===== src/acfd_pkg.sv =====
`timescale 1ns / 1ps
package acfd_pkg;

  localparam int HEADER_BYTES   = 4;
  localparam int CHECKSUM_BYTES = 4;
  localparam int MAX_TAG_BYTES  = 8;

  localparam logic [16:0] ADLER_MOD = 17'd65521;

  localparam logic [30:0] MIN_LEN_RESET = 31'd4;
  localparam logic [30:0] MAX_LEN_RESET = 31'd67108864;

  typedef enum logic [1:0] {
    REG_TAG_WORD = 2'd0,
    REG_TAG_LEN  = 2'd1,
    REG_MIN_LEN  = 2'd2,
    REG_MAX_LEN  = 2'd3
  } reg_index_t;

  typedef enum logic [1:0] {
    PH_HEADER,
    PH_BODY,
    PH_SUM,
    PH_HALT
  } phase_t;

  typedef enum logic [1:0] {
    ST_OK        = 2'd0,
    ST_BAD_LEN   = 2'd1,
    ST_BAD_SUM   = 2'd2,
    ST_BAD_TAG   = 2'd3
  } status_t;

  typedef struct packed {
    logic [63:0] tag_word;
    logic [3:0]  tag_len;
    logic [30:0] min_len;
    logic [30:0] max_len;
  } cfg_t;

  typedef struct packed {
    logic        kind;
    logic [7:0]  payload_byte;
    logic [1:0]  status;
    logic [30:0] frame_length;
  } result_t;

  function automatic logic [15:0] adler_mod_add(input logic [15:0] a, input logic [15:0] b);
    logic [16:0] s;
    logic [16:0] d;
    begin
      s = {1'b0, a} + {1'b0, b};
      d = s - ADLER_MOD;
      adler_mod_add = (s >= ADLER_MOD) ? d[15:0] : s[15:0];
    end
  endfunction

endpackage


===== src/acfd_cfg.sv =====
`timescale 1ns / 1ps
module acfd_cfg
  import acfd_pkg::*;
(
  input  logic        clk,
  input  logic        rst,
  input  logic        cfg_valid,
  output logic        cfg_ready,
  input  logic [1:0]  cfg_index,
  input  logic [63:0] cfg_data,
  output cfg_t        cfg
);

  assign cfg_ready = 1'b1;

  always_ff @(posedge clk) begin
    if (rst) begin
      cfg.tag_word <= '0;
      cfg.tag_len  <= '0;
      cfg.min_len  <= MIN_LEN_RESET;
      cfg.max_len  <= MAX_LEN_RESET;
    end else if (cfg_valid) begin
      unique case (reg_index_t'(cfg_index))
        REG_TAG_WORD: cfg.tag_word <= cfg_data;
        REG_TAG_LEN:  cfg.tag_len  <= cfg_data[3:0];
        REG_MIN_LEN:  cfg.min_len  <= cfg_data[30:0];
        REG_MAX_LEN:  cfg.max_len  <= cfg_data[30:0];
        default: ;
      endcase
    end
  end

endmodule


===== src/acfd_core.sv =====
`timescale 1ns / 1ps
module acfd_core
  import acfd_pkg::*;
(
  input  logic       clk,
  input  logic       rst,
  input  cfg_t       cfg,
  input  logic       take,
  input  logic [7:0] data_byte,
  output logic       res_valid,
  output result_t    res
);

  phase_t      phase, phase_next;
  logic [30:0] byte_count, byte_count_next;
  logic [31:0] length_reg, length_reg_next;
  logic [15:0] adler_low, adler_low_next;
  logic [15:0] adler_high, adler_high_next;
  logic [31:0] received_sum, received_sum_next;
  logic        tag_bad, tag_bad_next;

  logic [3:0]  tl;
  logic [31:0] hdr_len;
  logic [31:0] sum_word;
  logic [15:0] low_fed;
  logic [15:0] high_fed;
  logic [31:0] pos_inc;
  logic [30:0] body_end;
  logic [7:0]  want;
  logic        len_bad;

  assign tl       = (cfg.tag_len > 4'(MAX_TAG_BYTES)) ? 4'(MAX_TAG_BYTES) : cfg.tag_len;
  assign hdr_len  = {length_reg[23:0], data_byte};
  assign sum_word = {received_sum[23:0], data_byte};
  assign low_fed  = adler_mod_add(adler_low, {8'd0, data_byte});
  assign high_fed = adler_mod_add(adler_high, low_fed);
  assign pos_inc  = {1'b0, byte_count} + 32'd1;
  assign body_end = length_reg[30:0] - 31'(CHECKSUM_BYTES);
  assign want     = cfg.tag_word[8'd63 - {2'd0, byte_count[2:0], 3'd0} -: 8];
  assign len_bad  = hdr_len[31] || (hdr_len[30:0] > cfg.max_len) ||
                    (hdr_len[30:0] < cfg.min_len) ||
                    (hdr_len[30:0] < ({27'd0, tl} + 31'(CHECKSUM_BYTES)));

  always_ff @(posedge clk) begin
    if (rst) begin
      phase        <= PH_HEADER;
      byte_count   <= '0;
      length_reg   <= '0;
      adler_low    <= 16'd1;
      adler_high   <= '0;
      received_sum <= '0;
      tag_bad      <= 1'b0;
    end else if (take) begin
      phase        <= phase_next;
      byte_count   <= byte_count_next;
      length_reg   <= length_reg_next;
      adler_low    <= adler_low_next;
      adler_high   <= adler_high_next;
      received_sum <= received_sum_next;
      tag_bad      <= tag_bad_next;
    end
  end

  always_comb begin
    phase_next        = phase;
    byte_count_next   = byte_count;
    length_reg_next   = length_reg;
    adler_low_next    = adler_low;
    adler_high_next   = adler_high;
    received_sum_next = received_sum;
    tag_bad_next      = tag_bad;
    res_valid         = 1'b0;
    res.kind          = 1'b0;
    res.payload_byte  = '0;
    res.status        = ST_OK;
    res.frame_length  = length_reg[30:0];
    unique case (phase)
      PH_HEADER: begin
        length_reg_next = hdr_len;
        byte_count_next = pos_inc[30:0];
        if (byte_count[1:0] == 2'(HEADER_BYTES - 1)) begin
          byte_count_next = '0;
          if (len_bad) begin
            phase_next       = PH_HALT;
            res_valid        = take;
            res.kind         = 1'b1;
            res.status       = ST_BAD_LEN;
            res.frame_length = hdr_len[30:0];
          end else if (hdr_len == 32'(CHECKSUM_BYTES)) begin
            phase_next = PH_SUM;
          end else begin
            phase_next = PH_BODY;
          end
        end
      end
      PH_BODY: begin
        adler_low_next  = low_fed;
        adler_high_next = high_fed;
        if ({1'b0, byte_count} < {28'd0, tl}) begin
          if (want != data_byte) tag_bad_next = 1'b1;
        end else begin
          res_valid        = take;
          res.payload_byte = data_byte;
        end
        byte_count_next = pos_inc[30:0];
        if (pos_inc >= {1'b0, body_end}) begin
          byte_count_next = '0;
          phase_next      = PH_SUM;
        end
      end
      PH_SUM: begin
        received_sum_next = sum_word;
        byte_count_next   = pos_inc[30:0];
        if (byte_count[1:0] == 2'(CHECKSUM_BYTES - 1)) begin
          res_valid = take;
          res.kind  = 1'b1;
          if ({adler_high, adler_low} != sum_word) begin
            phase_next = PH_HALT;
            res.status = ST_BAD_SUM;
          end else if (tag_bad) begin
            phase_next = PH_HALT;
            res.status = ST_BAD_TAG;
          end else begin
            phase_next        = PH_HEADER;
            byte_count_next   = '0;
            length_reg_next   = '0;
            adler_low_next    = 16'd1;
            adler_high_next   = '0;
            received_sum_next = '0;
            tag_bad_next      = 1'b0;
          end
        end
      end
      PH_HALT: ;
      default: ;
    endcase
  end

endmodule


===== src/acfd_out.sv =====
`timescale 1ns / 1ps
module acfd_out
  import acfd_pkg::*;
(
  input  logic    clk,
  input  logic    rst,
  input  logic    res_valid,
  input  result_t res,
  output logic    space,
  output logic    out_valid,
  input  logic    out_ready,
  output result_t held
);

  assign space = !out_valid || out_ready;

  always_ff @(posedge clk) begin
    if (rst) begin
      out_valid <= 1'b0;
    end else if (space) begin
      out_valid <= res_valid;
    end
  end

  always_ff @(posedge clk) begin
    if (space && res_valid) begin
      held <= res;
    end
  end

endmodule


===== src/adler_checked_frame_deframer_top.sv =====
`timescale 1ns / 1ps
// Length-prefixed frame deframer with Adler-32 check.
// Input channel: one stream byte per request on data_byte (in_valid/in_ready).
// Each frame is a 4-byte big-endian length, the tag, the payload and a
// 4-byte big-endian Adler-32 sum over tag and payload.
// Output channel (out_valid/out_ready): kind 0 carries a payload byte,
// kind 1 carries the frame status and ends the frame; frame_length always
// reports the current frame length.
// Configuration channel (cfg_valid/cfg_ready, always ready): cfg_index 0 tag
// word, 1 tag length, 2 minimum length, 3 maximum length; write when idle.
// Throughput: one byte per cycle while the output is not stalled. A result
// appears on the output in the cycle after the byte that causes it is taken.
// The result register sits between the two sides; in_ready drops only while
// a result is held and the receiver stalls.
// Any length, checksum or tag error halts the block: later bytes are taken
// and dropped with no result. Reset restores the register defaults and
// starts a new frame.
module adler_checked_frame_deframer_top
  import acfd_pkg::*;
(
  input  logic        clk,
  input  logic        rst,
  input  logic        cfg_valid,
  output logic        cfg_ready,
  input  logic [1:0]  cfg_index,
  input  logic [63:0] cfg_data,
  input  logic        in_valid,
  output logic        in_ready,
  input  logic [7:0]  data_byte,
  output logic        out_valid,
  input  logic        out_ready,
  output logic        kind,
  output logic [7:0]  payload_byte,
  output logic [1:0]  status,
  output logic [30:0] frame_length
);

  cfg_t    cfg;
  result_t res;
  result_t held;
  logic    res_valid;
  logic    space;

  acfd_cfg u_cfg (
    .clk       (clk),
    .rst       (rst),
    .cfg_valid (cfg_valid),
    .cfg_ready (cfg_ready),
    .cfg_index (cfg_index),
    .cfg_data  (cfg_data),
    .cfg       (cfg)
  );

  acfd_core u_core (
    .clk       (clk),
    .rst       (rst),
    .cfg       (cfg),
    .take      (in_valid && space),
    .data_byte (data_byte),
    .res_valid (res_valid),
    .res       (res)
  );

  acfd_out u_out (
    .clk       (clk),
    .rst       (rst),
    .res_valid (res_valid),
    .res       (res),
    .space     (space),
    .out_valid (out_valid),
    .out_ready (out_ready),
    .held      (held)
  );

  assign in_ready     = space;
  assign kind         = held.kind;
  assign payload_byte = held.payload_byte;
  assign status       = held.status;
  assign frame_length = held.frame_length;

endmodule

===== config.mk =====
export PLATFORM = sky130hd
export DESIGN_NAME = adler_checked_frame_deframer_top
export DESIGN_NICKNAME = d
export VERILOG_FILES = /design/src/acfd_pkg.sv /design/src/acfd_cfg.sv /design/src/acfd_core.sv /design/src/acfd_out.sv /design/src/adler_checked_frame_deframer_top.sv
export SDC_FILE = /design/constraint.sdc
export NUM_CORES = 1
export LEC_CHECK = 0
export BUFFER_PORTS_ARGS = -buffer_cell sky130_fd_sc_hd__buf_4
export CAP_MARGIN = 10
export CORE_ASPECT_RATIO = 1.1
export CORE_UTILIZATION = 50
export CTS_BUF_LIST = sky130_fd_sc_hd__clkbuf_2 sky130_fd_sc_hd__clkbuf_4 sky130_fd_sc_hd__clkbuf_8
export DETAILED_ROUTE_END_ITERATION = 8
export PLACE_DENSITY = 0.68
export SLEW_MARGIN = 20
export SYNTH_ARGS = -nofsm -noshare
export SYNTH_HDL_FRONTEND = slang
export SYNTH_SLANG_ARGS = --single-unit

===== constraint.sdc =====
create_clock -name clk -period 6.9 [get_ports clk]
set_input_delay 0.345 -clock clk [delete_from_list [all_inputs] [get_ports clk]]
set_output_delay 0.345 -clock clk [all_outputs]
set_load 0.005 [all_outputs]

---- After elaboration in Yosys (flattened, before gate mapping) ----
Index checks and enable logic that the tools add are counted.
word-level totals
  flip-flop bits (word level) ............. 294
  output and inout port bits .............. 45
  word-level logic and storage cells ...... 126
operators by class
  $add $sub $neg .......................... 8
  reduce and logical (&&, ||, !) cells .... 23
  order comparisons ....................... 8
  bitwise logic cells ..................... 1
  mux-type cells .......................... 53
  shift-type cells ........................ 1
  equal/unequal tests ..................... 16
operators by type and width
  cell                      count
  $mux W31                  9
  $mux W16                  8
  $pmux W31 S3              1
  $mux W24                  3
  $shiftx A71 B9 Y8         1
  $mux W32                  2
  $pmux W16 S2              2
  $pmux W31 S2              1
  $ge A17 B16 Y1 const B    2
  $add A31 B1 Y32 const B   1
  $eq A32 B3 Y1 const B     1
  $ge A32 B31 Y1            1
  $ne A32 B32 Y1            1
  $sub A16 B16 Y16 const B  2
  $gt A31 B31 Y1            1
  $lt A31 B31 Y1            1
  $lt A31 B4 Y1             1
  $lt A31 B5 Y1             1
  $sub A31 B3 Y31 const B   1
  $mux W2                   9
  $add A16 B16 Y17          1
  $add A16 B8 Y17           1
  $reduce_and A5 Y1         3
  $mux W1                   12
  23 further kinds          44

---- Longest topological paths before layout ----
Gate-level depths: netlist (run 1).
  depth after elaboration ................. 9
  depth in mapped cells ................... 22
  depth with buffers taken out ............ 21

---- By module ----
Synthesis (run 1) repeated with hierarchy kept, for this count alone.
second synthesis, totals
  cells, all modules ...................... 1950
  area total of the unflattened synthesis .. 17958.5 um^2
modules (own cells, without submodules)
  module                            area an instance (um^2)  cells each  instances
  acfd_core                         11285.8                  1406        1
  acfd_cfg                          5350.1                   496         1
  acfd_out                          1316.3                   47          1
  adler_checked_frame_deframer_top  6.3                      1           1

---- Least setup slack after synthesis (run 1) ----
Ideal clock, no wire load.
  path kind ............................... input to register
  from .................................... input port data_byte[0]
  to ...................................... register u_core.adler_high[12]
  buffers on the path ..................... 1
  data required time ...................... 6.838 ns
  cell stages on the path ................. 22
  data arrival time ....................... 5.590 ns
  setup slack ............................. 1.249 ns
  cell sequence ........................... ha_1 -> fa_1 -> a211oi_2 -> o21ai_0 -> nand4b_1 -> o21ai_0 -> o31ai_1 -> o31a_1 -> buf_2 -> xnor2_1 -> ha_1 -> inv_1 -> fa_1 -> nand3b_1 -> a211oi_1 -> o21a_1 -> or3_1 -> nand3_1 -> nor4_2 -> a21oi_1 -> or4b_1 -> nand3_1
on the way
  cells in the longest elaborated chain, start to end .. 7
  elaborated cells between the ends (all ways) .. 12
RTL lines
  what                                                line                                    text
  from (decl)                                         adler_checked_frame_deframer_top.sv:29  input logic [7:0] data_byte,
  $add A16 B8 Y17                                     acfd_pkg.sv:52                          s = {1'b0, a} + {1'b0, b};
  $sub A16 B16 Y16 or $ge A17 B16 Y1 (tied branches)  acfd_pkg.sv:53, acfd_pkg.sv:54
  $mux W16                                            acfd_pkg.sv:54                          adler_mod_add = (s >= ADLER_MOD) ? d[15:0] : s[15:0];
  $add A16 B16 Y17                                    acfd_pkg.sv:52
  $sub A16 B16 Y16 or $ge A17 B16 Y1 (tied branches)  acfd_pkg.sv:53, acfd_pkg.sv:54
  $mux W16                                            acfd_pkg.sv:54
  $pmux W16 S2                                        acfd_core.sv:77                         unique case (phase)
  to (signal assigned)                                acfd_core.sv:58                         adler_high <= adler_high_next;
  to (decl)                                           acfd_core.sv:18                         logic [15:0] adler_high, adler_high_next;
Parallel ways exist; a longest one is shown, timed or not.
A chain may end at the register's enable or synchronous reset.

---- Final worst setup path (run 1) ----
  from .................................... register u_core.adler_low[0]
  to ...................................... register u_core.adler_high[12]
on the way
  cells in the longest elaborated chain, start to end .. 7
  elaborated cells between the ends (all ways) .. 12
RTL lines
  what                                                line                            text
  from (decl)                                         acfd_core.sv:17                 logic [15:0] adler_low, adler_low_next;
  from (signal assigned)                              acfd_core.sv:57                 adler_low <= adler_low_next;
  $add A16 B8 Y17                                     acfd_pkg.sv:52
  $sub A16 B16 Y16 or $ge A17 B16 Y1 (tied branches)  acfd_pkg.sv:53, acfd_pkg.sv:54
  $mux W16                                            acfd_pkg.sv:54
  $add A16 B16 Y17                                    acfd_pkg.sv:52
  $sub A16 B16 Y16 or $ge A17 B16 Y1 (tied branches)  acfd_pkg.sv:53, acfd_pkg.sv:54
  $mux W16                                            acfd_pkg.sv:54
  $pmux W16 S2                                        acfd_core.sv:77
Parallel ways exist; a longest one is shown, timed or not.

==> impl_results.md, run 1 <==
* Final Core Density at 0.586
* Starting density of the core at 0.513
* CP Data Arrival Time at 6.94 ns
* GPL Wtd Cong at 0.918
* Layout cells sized above 1 at 0.145
* CP Data Required Time at 7.42 ns
* TritonCTS Sinks at 294
* Min-Delay Path Class: input pin to flip-flop
* Combinational power share at 0.278
* Tot GR Track Use at 0.280
* Setup Skew at 0.0227 ns
* Switching pwr at 1660 uW
* R2R depth at 21
* Placeable Area at 34500 sq um
* EDFF count, synth at 42
* Vias in the first global route at 15000
* Hpwl dp at 36800 um
* Antenna violations before repair at 0
* Final setup viols at 0
* Post-route clock period utilization at 0.930
* Antenna-violating nets left at 0
* Power density over the cells at 247 nW/um^2
* Via count at 15600
* Largest registers: u_cfg.cfg (130), u_out.held (42)
* Die area at 36100 sq um
* Avg Inst Size Synth at 8.62 sq um
* Clock network latency to the later pin of the worst-skew pair at 0.59 ns
* Syn Std Cell Area at 17700 sq um
* Max_cap viols at 0
* Ranking of synthesized cells by area: dfxtp_1 (29%), ha_1 (9.7%), nand2_1 (7.2%)
* Slew HR at 0.299
* Worst setup EP type: flip-flop
* Ys async rst share at 0
* I/O pin cnt at 124
* Placement row count at 71
* RSZ-0062 raised after global routing: false
* Seq/Total Area, Yosys at 0.357
* CTS Buf Count at 51
* Post-synth cell types at 98
* Most common cell after layout, fill and taps aside: nand2_1
* Yosys top cell by area: dfxtp_1
* Vias/cell at 5.89
* Share of the synthesized area in the top cell type at 0.285
* Commonest non-fill, non-tap cells in the layout: nand2_1 (340), dfxtp_1 (252), a21oi_1 (179)
* F_max at 0.156 GHz
* Yosys reg bits at 294
* Die X at 181 um
* Cell count of the worst hold path at 3
* Slew Limit Fails at 0
* Iteration-0 DRC Markers at 1084
* WHS at 0.0261 ns
* # DRC at 0
* First-pass GRT wire length at 80800 um
* Post-CTS setup repair buffer count at 0
* Synth warn at 0
* Most used DFF post-synth: dfxtp_1
* ANT cells at 0
* Largest register by flop count: u_cfg.cfg
* LEAKAGE at 0.00809 uW
* Final nets at 2385
* 1st-pass router iterations at 5
* Pin count of the biggest net entering global routing at 116
* Clock power share at 0.340
* Status: complete, no violations
* H-tree level count at 2
* Die H at 199 um
* DR WL/cell at 19.1 um
* Synth Instances at 2052
* Final setup TNS at 0 ns
* Clock Path Buffers at 3
* Sequential share of power at 0.382
* Layout Area Growth over Synthesis at 14.3%
* Actual slew at the worst max-slew pin at 1.05 ns
* Max IR drop VDD at 0.000160 V
* Critical path startpoint category: flip-flop
* CTS clk-pin slew, worst paths at 0.06 ns
* Final wirelength at 50600 um
* GR Overflow Total at 0
* Root buf cell: clkbuf_8
* Final hold vios at 0
* Critical path type: flip-flop to flip-flop
* Max FFs per register at 130
* Fin crit period at 6.42 ns
* PortBufs at 122
* Crit path max fanout at 10
* CTS tree: built
* Sw frac at 0.333
* Int Power at 3330 uW
-- power groups by stage --
stage	Clock, uW	Sequential (uW)	Combinational (uW)
finish	1700	1910	1390
CTS	1730	1910	1370
global placement	0	1940	1320
global route	1810	1920	1530
floorplan	0	1910	986
detailed placement	0	1940	1350
-- cells in the mapped netlist, drive strengths merged, types with 6 or more instances --
cell	number
o21ai	54
or2	7
mux4	16
and3	17
mux2i	21
or4	10
nand3	50
a21oi	181
nor4	38
mux2	31
nand2	340
a32o	20
buf	27
or3	14
a21o	40
ha	137
a22o	11
a211oi	13
edfxtp	42
and2	18
nor2b	10
nor3	29
xor2	38
xnor2	77
dfxtp	252
nand4	24
o2111ai	7
nand3b	8
a22oi	67
inv	98
nor2	151
nand2b	11
and4	6
clkbuf	85
a31oi	6
o211ai	11
-- cell families (layout without fill, tap and decap cells) --
family / count (synthesis) / count (layout) / synth area share
flip-flops: 294 / 294 / 0.357
buffers and inverters: 210 / 365 / 0.0514
AND/OR/NAND/NOR: 756 / 756 / 0.203
adder cells (fa/ha/maj): 139 / 139 / 0.0992
XOR/XNOR: 115 / 115 / 0.0570
AO/OA/AOI/OAI: 469 / 469 / 0.176
other: 1 / 2 / 0.000212
multiplexers: 68 / 68 / 0.0575
-- critical path: stages, from the launching register on --
cell and delay (ns):
dfxtp_1 0.32, ha_1 0.23, fa_1 0.47, a211oi_2 0.32, o21ai_0 0.25, nand4b_1 0.15, o21ai_0 0.09, o31ai_1 0.56
o31a_1 0.48, xnor2_1 0.20, ha_1 0.20, inv_1 0.05, fa_1 0.42, nand3b_1 0.28, a211oi_2 0.44, o31ai_1 0.17
nor4_2 0.43, nand3_1 0.22, nor3_4 0.26, a21oi_1 0.20, or4b_1 0.52, nand3_1 0.09
-- through the flow --
stage               std cells  power, uW  setup slack [ns]  instance area [sq um]
finish                   2646       5000             0.480                  20200
global route             2646       5250            0.0221                  20200
CTS                      2646       5020             0.353                  20200
detailed placement       2521       3300             0.138                  18800
global placement         2521       3260             0.249                  18800
floorplan                2053       2890              1.25                  17700
-- path summary, 6_finish.rpt --
path / endpoint / slack [ns] / startpoint
worst min register to register: u_cfg.cfg[122]$_SDFFE_PP0P_ / 0.45 / u_cfg.cfg[122]$_SDFFE_PP0P_
worst min-delay path: u_cfg.cfg[60]$_SDFFE_PP0P_ / 0.03 / cfg_data[29]
worst max-delay path: u_core.adler_high[12]$_SDFFE_PP0P_ / 0.48 / u_core.adler_low[0]$_SDFFE_PP1P_
worst max register to register: u_core.adler_high[12]$_SDFFE_PP0P_ / 0.48 / u_core.adler_low[0]$_SDFFE_PP1P_
-- layout make-up --
cell class,count,area [sq um]
tap,438,548
clock buffer,68,898
inverter,98,368
multi-input combinational,1549,10500
timing repair buffer,173,1380
clock inverter,26,198
sequential,294,6310
fill,3150,14300
-- metal layers --
metal | wire length [um] | part of all wire | vias up | GRT usage
li1 | - | - | 7580 | -
met5 | 0 | 0 | - | 0
met2 | 23900 | 0.47 | 431 | 0.473
met1 | 22700 | 0.45 | 7489 | 0.369
met4 | 1630 | 0.032 | 0 | 0.103
met3 | 2360 | 0.047 | 92 | 0.0337
-- repair_timing --
item,in CTS,in global routing
endpoints found under the hold margin,38,0
setup endpoints to repair,0,5
gates resized for setup,0,5
hold buffers,31,0
Note: power is estimated with default switching activity, not from simulation.
==> inputs of run 2 (changes only) <==
BUFFER_PORTS_ARGS = -buffer_cell sky130_fd_sc_hd__buf_2   (was -buffer_cell sky130_fd_sc_hd__buf_4)
SYNTH_HIERARCHICAL = 1   (was not set)
==> impl_results.md, run 2 <==
* Worst setup EP type: flip-flop
* Placeable Area at 35300 sq um (+2.5%)
* Iteration-0 DRC Markers at 1025 (-5.4%)
* Commonest non-fill, non-tap cells in the layout: dfxtp_1 (252), nand2b_1 (202), mux2i_1 (145)
* Crit path max fanout at 15 (+5)
* Power density over the cells at 229 nW/um^2 (-7.5%)
* Yosys reg bits at 294 (unchanged)
* Synth warn at 6 (+6)
* Top cells by count, synth: dfxtp_1 (252), nand2b_1 (202), mux2i_1 (145)
* Critical path type: flip-flop to flip-flop
* Final setup TNS at 0 ns (unchanged)
* EDFF count, synth at 42 (unchanged)
* DR WL/cell at 18.4 um (-4.1%)
* Seq/Total Area, Yosys at 0.351 (-0.00547)
* Antenna violations before repair at 0 (unchanged)
* Synth Net Count at 2168
* GR Overflow Total at 0 (unchanged)
* CTS Buf Count at 50 (-2.0%)
* Clock Path Buffers at 3 (unchanged)
* Critical path startpoint category: flip-flop
* Vias/cell at 5.62 (-4.6%)
* CTS clk-pin slew, worst paths at 0.07 ns (about the same)
* Via count at 14600 (-6.7%)
* Min-Delay Path Class: input pin to flip-flop
* Yosys top cell by area: dfxtp_1
* Die X at 183 um (+0.77%)
* CP Data Required Time at 7.36 ns (-0.06 ns)
* Die H at 201 um (+0.77%)
* TritonCTS Sinks at 294 (unchanged)
* Dominant cell by count in the synthesized netlist: dfxtp_1
* Finished Cell Area at 20200 sq um (about the same)
* Die area at 36700 sq um (+1.5%)
* I/O pin cnt at 124 (unchanged)
* Ranking of synthesized cells by area: dfxtp_1 (28%), ha_1 (9.5%), mux2i_1 (8.1%)
* Pin count of the biggest net entering global routing at 146 (+26%)
* Fin crit period at 6.44 ns (+0.0227 ns)
* Tot GR Track Use at 0.258 (-0.0222)
* Layout cells sized above 1 at 0.142 (-0.00261)
* RSZ-0062 raised after global routing: false
* Actual slew at the worst max-slew pin at 1.08 ns (+0.0309 ns)
* Most used DFF post-synth: dfxtp_1
* Largest register by flop count: u_cfg/cfg
* CTS tree: built
* Max IR drop VDD at 0.000141 V (-12%)
* Share of the synthesized area in the top cell type at 0.281 (-0.00437)
* Setup Skew at 0.0120 ns (-0.0106 ns)
* Synth Instances at 1950 (-5.0%)
* Slew Limit Fails at 0 (unchanged)
* Layout Area Growth over Synthesis at 12.6%
* Final nets at 2284 (-4.2%)
* 1st-pass router iterations at 5 (unchanged)
* First-pass GRT wire length at 75600 um (-6.5%)
* Slew HR at 0.279 (-0.0199)
* Final hold vios at 0 (unchanged)
* F_max at 0.155 GHz (-0.35%)
* Fillers at 3184 (+1.1%)
* Syn Std Cell Area at 18000 sq um (+1.6%)
* Placed Area at 18900 sq um (+0.37%)
* Clock network latency to the later pin of the worst-skew pair at 0.60 ns (about the same)
* Post-synth cell types at 78 (-20%)
* Max FFs per register at 130 (unchanged)
* Post-CTS setup repair buffer count at 0 (unchanged)
* Most common cell after layout, fill and taps aside: dfxtp_1
* GPL Wtd Cong at 0.893 (-2.8%)
* Root buf cell: clkbuf_8
* Final wirelength at 47500 um (-6.1%)
* Post-route clock period utilization at 0.934 (+0.00330)
* Avg Inst Size Synth at 9.21 sq um (+6.9%)
* Largest registers: u_cfg/cfg (130), u_out/held (42)
* H-tree level count at 2 (unchanged)
* Final setup viols at 0 (unchanged)
* CP Data Arrival Time at 6.90 ns (-0.04 ns)
* Tot Pwr at 4620 uW (-7.5%)
* Ys async rst share at 0 (unchanged)
* LEAKAGE at 0.00857 uW (+5.9%)
* # DRC at 0 (unchanged)
* ANT cells at 0 (unchanged)
* Starting density of the core at 0.509 (-0.00449)
* Placement row count at 72 (+1.4%)
* PortBufs at 122 (unchanged)
* Status: complete, no violations
* Antenna-violating nets left at 0 (unchanged)
* Vias in the first global route at 14100 (-5.6%)
* Max_cap viols at 0 (unchanged)
* Hpwl dp at 34400 um (-6.7%)
[run 2: kinds of logic (layout without fill, tap and decap cells)]
| logic type | after synthesis | in the layout | synth area share |
|---|---|---|---|
| mux | 191 | 191 | 0.120 |
| compound gates | 314 | 314 | 0.116 |
| buf+inv | 201 | 359 | 0.0472 |
| simple gates | 671 | 671 | 0.200 |
| xor+xnor | 138 | 138 | 0.0673 |
| flops | 294 | 294 | 0.351 |
| other cells | 2 | 2 | 0.000418 |
| fa+ha+maj | 139 | 139 | 0.0977 |
[run 2: worst max-delay path: stages (launching register included)]
cell      delay, ns
dfxtp_1        0.32
ha_1           0.22
fa_1           0.44
a211oi_2       0.24
o211ai_1       0.19
a31oi_4        0.29
or2b_2         0.19
xnor2_1        0.10
or4_4          0.54
o31a_1         0.40
mux2i_1        0.35
inv_1          0.08
ha_1           0.30
a211oi_1       0.19
o21ai_0        0.21
a2111o_1       0.49
a31oi_1        0.16
nand3_1        0.18
nor4_1         0.49
a31oi_4        0.28
nor4b_1        0.40
xnor2_1        0.16
o21ai_0        0.08
[run 2: per-layer routing]
metal	track usage	up-vias	share of wire
met5	0	-	0
met4	0.0951	0	0.033
met3	0.0336	106	0.046
met2	0.434	422	0.48
met1	0.337	6908	0.44
li1	-	7116	-
[run 2: final timing paths]
path                                             end  slack (ns)                              from  cells after the start
setup / recovery  u_core/adler_high[12]$_SDFFE_PP0P_        0.46  u_core/adler_low[0]$_SDFFE_PP1P_                     22
setup reg to reg  u_core/adler_high[12]$_SDFFE_PP0P_        0.46  u_core/adler_low[0]$_SDFFE_PP1P_                     22
hold reg to reg     u_core/adler_low[0]$_SDFFE_PP1P_        0.46  u_core/adler_low[0]$_SDFFE_PP1P_                      2
hold / removal           u_cfg/cfg[118]$_SDFFE_PP0P_        0.03                      cfg_data[52]                      3
[run 2: cell type report]
| class | count | area, sq um | share of cell area |
|---|---|---|---|
| clock buffers | 75 | 932 | 0.0461 |
| clock inverters | 19 | 145 | 0.00718 |
| inverters | 99 | 372 | 0.0184 |
| flip-flops and latches | 294 | 6310 | 0.312 |
| repair buffers | 166 | 1010 | 0.0502 |
| multi-input cells | 1455 | 10900 | 0.537 |
| well taps | 481 | 602 | 0.0298 |
[run 2: per-stage QoR]
step / utilization / setup slack [ns] / hold WS [ns] / std cells
4_1_cts: 0.572 / 0.367 / 0.000939 / 2589
6_report: 0.573 / 0.457 / 0.0256 / 2589
3_3_place_gp: 0.534 / 0.432 / 0.444 / 2468
2_1_floorplan: - / 1.11 / 0.407 / 1950
5_1_grt: 0.573 / 0.0301 / 0.0146 / 2589
3_5_place_dp: 0.534 / 0.272 / 0.453 / 2468
[run 2: timing repair]
item	4_1_cts	5_1_grt
endpoints found under the setup margin	0	6
gates resized for setup	0	3
hold buffers	27	0
endpoints found under the hold margin	27	0
[run 2: power by group]
part           internal (uW)  switching, uW  leakage [uW]  total, uW
clock                    943            738      0.000580       1680
sequential              1810           79.9       0.00243       1890
combinational            434            620       0.00556       1050
total                   3190           1440       0.00857       4620
==> inputs of run 3 (changes only) <==
--- a/config.mk
+++ b/config.mk
@@ -10,2 +10,3 @@
 export CORE_ASPECT_RATIO = 1.1
+export CORE_MARGIN = 2
 export CORE_UTILIZATION = 50
@@ -13,2 +14,3 @@
 export DETAILED_ROUTE_END_ITERATION = 8
+export HOLD_SLACK_MARGIN = 0.03
 export PLACE_DENSITY = 0.68
--- a/constraint.sdc
+++ b/constraint.sdc
@@ -3,2 +3,2 @@
 set_output_delay 0.345 -clock clk [all_outputs]
-set_load 0.005 [all_outputs]
+set_load 0.01 [all_outputs]
==> impl_results.md, run 3 (synthesis results as in run 2) <==
* Status: complete, no violations
* Tot Pwr at 4570 uW (-1.1%)
* Fin crit period at 6.48 ns (+0.0397 ns)
* RSZ-0062 raised after global routing: false
* Clock Path Buffers at 3 (unchanged)
* Most common cell after layout, fill and taps aside: dfxtp_1
* Iteration-0 DRC Markers at 980 (-4.4%)
* Tot GR Track Use at 0.257 (-0.00164)
* Largest registers: u_cfg/cfg (130), u_out/held (42)
* CTS tree: built
* Max_cap viols at 0 (unchanged)
* Antenna-violating nets left at 0 (unchanged)
* Largest register by flop count: u_cfg/cfg
* TritonCTS Sinks at 294 (unchanged)
* Actual slew at the worst max-slew pin at 1.08 ns (-0.00283 ns)
* Vias in the first global route at 14100 (-0.0071%)
* CP Data Required Time at 7.36 ns (about the same)
* Placement row count at 72 (unchanged)
* Slew Limit Fails at 0 (unchanged)
* GPL Wtd Cong at 0.873 (-2.2%)
* Pin count of the biggest net entering global routing at 144 (-1.4%)
* DR WL/cell at 18.6 um (+1.4%)
* CP Data Arrival Time at 6.94 ns (+0.04 ns)
* Power density over the cells at 226 nW/um^2 (-1.2%)
* Commonest non-fill, non-tap cells in the layout: dfxtp_1 (252), nand2b_1 (202), mux2i_1 (145)
* Critical path startpoint category: flip-flop
* CTS clk-pin slew, worst paths at 0.06 ns (about the same)
* # DRC at 0 (unchanged)
* Die X at 185 um (+1.1%)
* LEAKAGE at 0.00858 uW (+0.13%)
* Slew HR at 0.278 (-0.000768)
* F_max at 0.154 GHz (-0.61%)
* Die H at 203 um (+1.0%)
* Crit path max fanout at 15 (unchanged)
* Final Core Density at 0.574 (+0.00110)
* PortBufs at 122 (unchanged)
* Setup Skew at 0.0195 ns (+0.00749 ns)
* Layout Area Growth over Synthesis at 12.8%
* H-tree level count at 2 (unchanged)
* Worst setup EP type: flip-flop
* Min-Delay Path Class: input pin to flip-flop
* Vias/cell at 5.60 (-0.43%)
* Starting density of the core at 0.509 (unchanged)
* Post-route clock period utilization at 0.939 (+0.00575)
* 1st-pass router iterations at 5 (unchanged)
* Hpwl dp at 34600 um (+0.59%)
* I/O pin cnt at 124 (unchanged)
* ANT cells at 0 (unchanged)
* Final setup viols at 0 (unchanged)
* Reg2reg setup slack at 0.42 ns (-0.04 ns)
* Root buf cell: clkbuf_8
* First-pass GRT wire length at 76300 um (+0.92%)
* Antenna violations before repair at 0 (unchanged)
* Max IR drop VDD at 0.000136 V (-3.2%)
* Die area at 37500 sq um (+2.1%)
* Final setup TNS at 0 ns (unchanged)
* GR Overflow Total at 0 (unchanged)
* Via count at 14500 (-0.35%)
* Critical path type: flip-flop to flip-flop
* Clock network latency to the later pin of the worst-skew pair at 0.61 ns (about the same)
* Final wirelength at 48200 um (+1.5%)
* Max FFs per register at 130 (unchanged)
* Final hold vios at 0 (unchanged)
* CTS Buf Count at 49 (-2.0%)
* Final nets at 2290 (+0.26%)
* Placeable Area at 35300 sq um (unchanged)
* Layout cells sized above 1 at 0.142 (-0.000609)
==> run 3: final cells by class <==
cell class / instances / area [sq um]
inverter: 99 / 372
sequential: 294 / 6310
clock buffer: 77 / 966
clock inverter: 12 / 67.6
multi-input combinational: 1455 / 10900
fill: 3200 / 15000
tap: 481 / 602
timing repair buffer: 173 / 1090
==> run 3: where the power goes <==
group / switching (uW) / internal [uW] / leakage, uW
combinational: 626 / 436 / 0.00559
sequential: 79.9 / 1810 / 0.00243
clock: 732 / 892 / 0.000560
total: 1440 / 3140 / 0.00858
==> run 3: final timing paths <==
kind | cells past startpoint | endpoint | start
min | 3 | u_cfg/cfg[123]$_SDFFE_PP0P_ | cfg_data[57]
min reg2reg | 2 | u_core/adler_low[0]$_SDFFE_PP1P_ | u_core/adler_low[0]$_SDFFE_PP1P_
max reg2reg | 23 | u_core/adler_high[12]$_SDFFE_PP0P_ | u_core/adler_low[0]$_SDFFE_PP1P_
max | 23 | u_core/adler_high[12]$_SDFFE_PP0P_ | u_core/adler_low[0]$_SDFFE_PP1P_
==> run 3: timing repair <==
action	CTS	global route
resized for setup	0	3
hold buffers	34	0
buffers inserted	0	0
endpoints found under the hold margin	34	0
endpoints found under the setup margin	0	6
==> run 3: routing by layer <==
metal / vias to the layer above / wire length (um) / global-route usage / share of wire
li1: 7127 / - / - / -
met5: - / 0 / 0 / 0
met4: 0 / 1380 / 0.0859 / 0.029
met3: 84 / 1950 / 0.0307 / 0.040
met2: 347 / 23600 / 0.439 / 0.49
met1: 6943 / 21300 / 0.336 / 0.44
==> run 3: critical path: stages (launching register included) <==
cell and delay (ns):
dfxtp_1 0.31, ha_1 0.21, fa_1 0.45, a211oi_2 0.24, o211ai_1 0.19, a31oi_4 0.28, or2b_2 0.19, xnor2_1 0.10
or4_4 0.52, o31a_1 0.40, mux2i_1 0.35, inv_1 0.10, ha_1 0.30, a211oi_1 0.22, o21ai_0 0.21, a2111oi_1 0.46
buf_4 0.19, nor2_1 0.05, xnor2_1 0.20, nor3_1 0.47, a31oi_4 0.32, nor4b_2 0.32, xnor2_1 0.16, o21ai_0 0.08
==> run 3: stage by stage <==
step	instances	setup slack (ns)	hold WS, ns	area (sq um)
CTS	2591	0.315	0.0381	20200
floorplan	1950	1.11	0.407	18000
global route	2591	0.00131	0.0580	20300
detailed placement	2468	0.174	0.451	18900
global placement	2468	0.444	0.444	18900
finish	2591	0.418	0.0669	20300
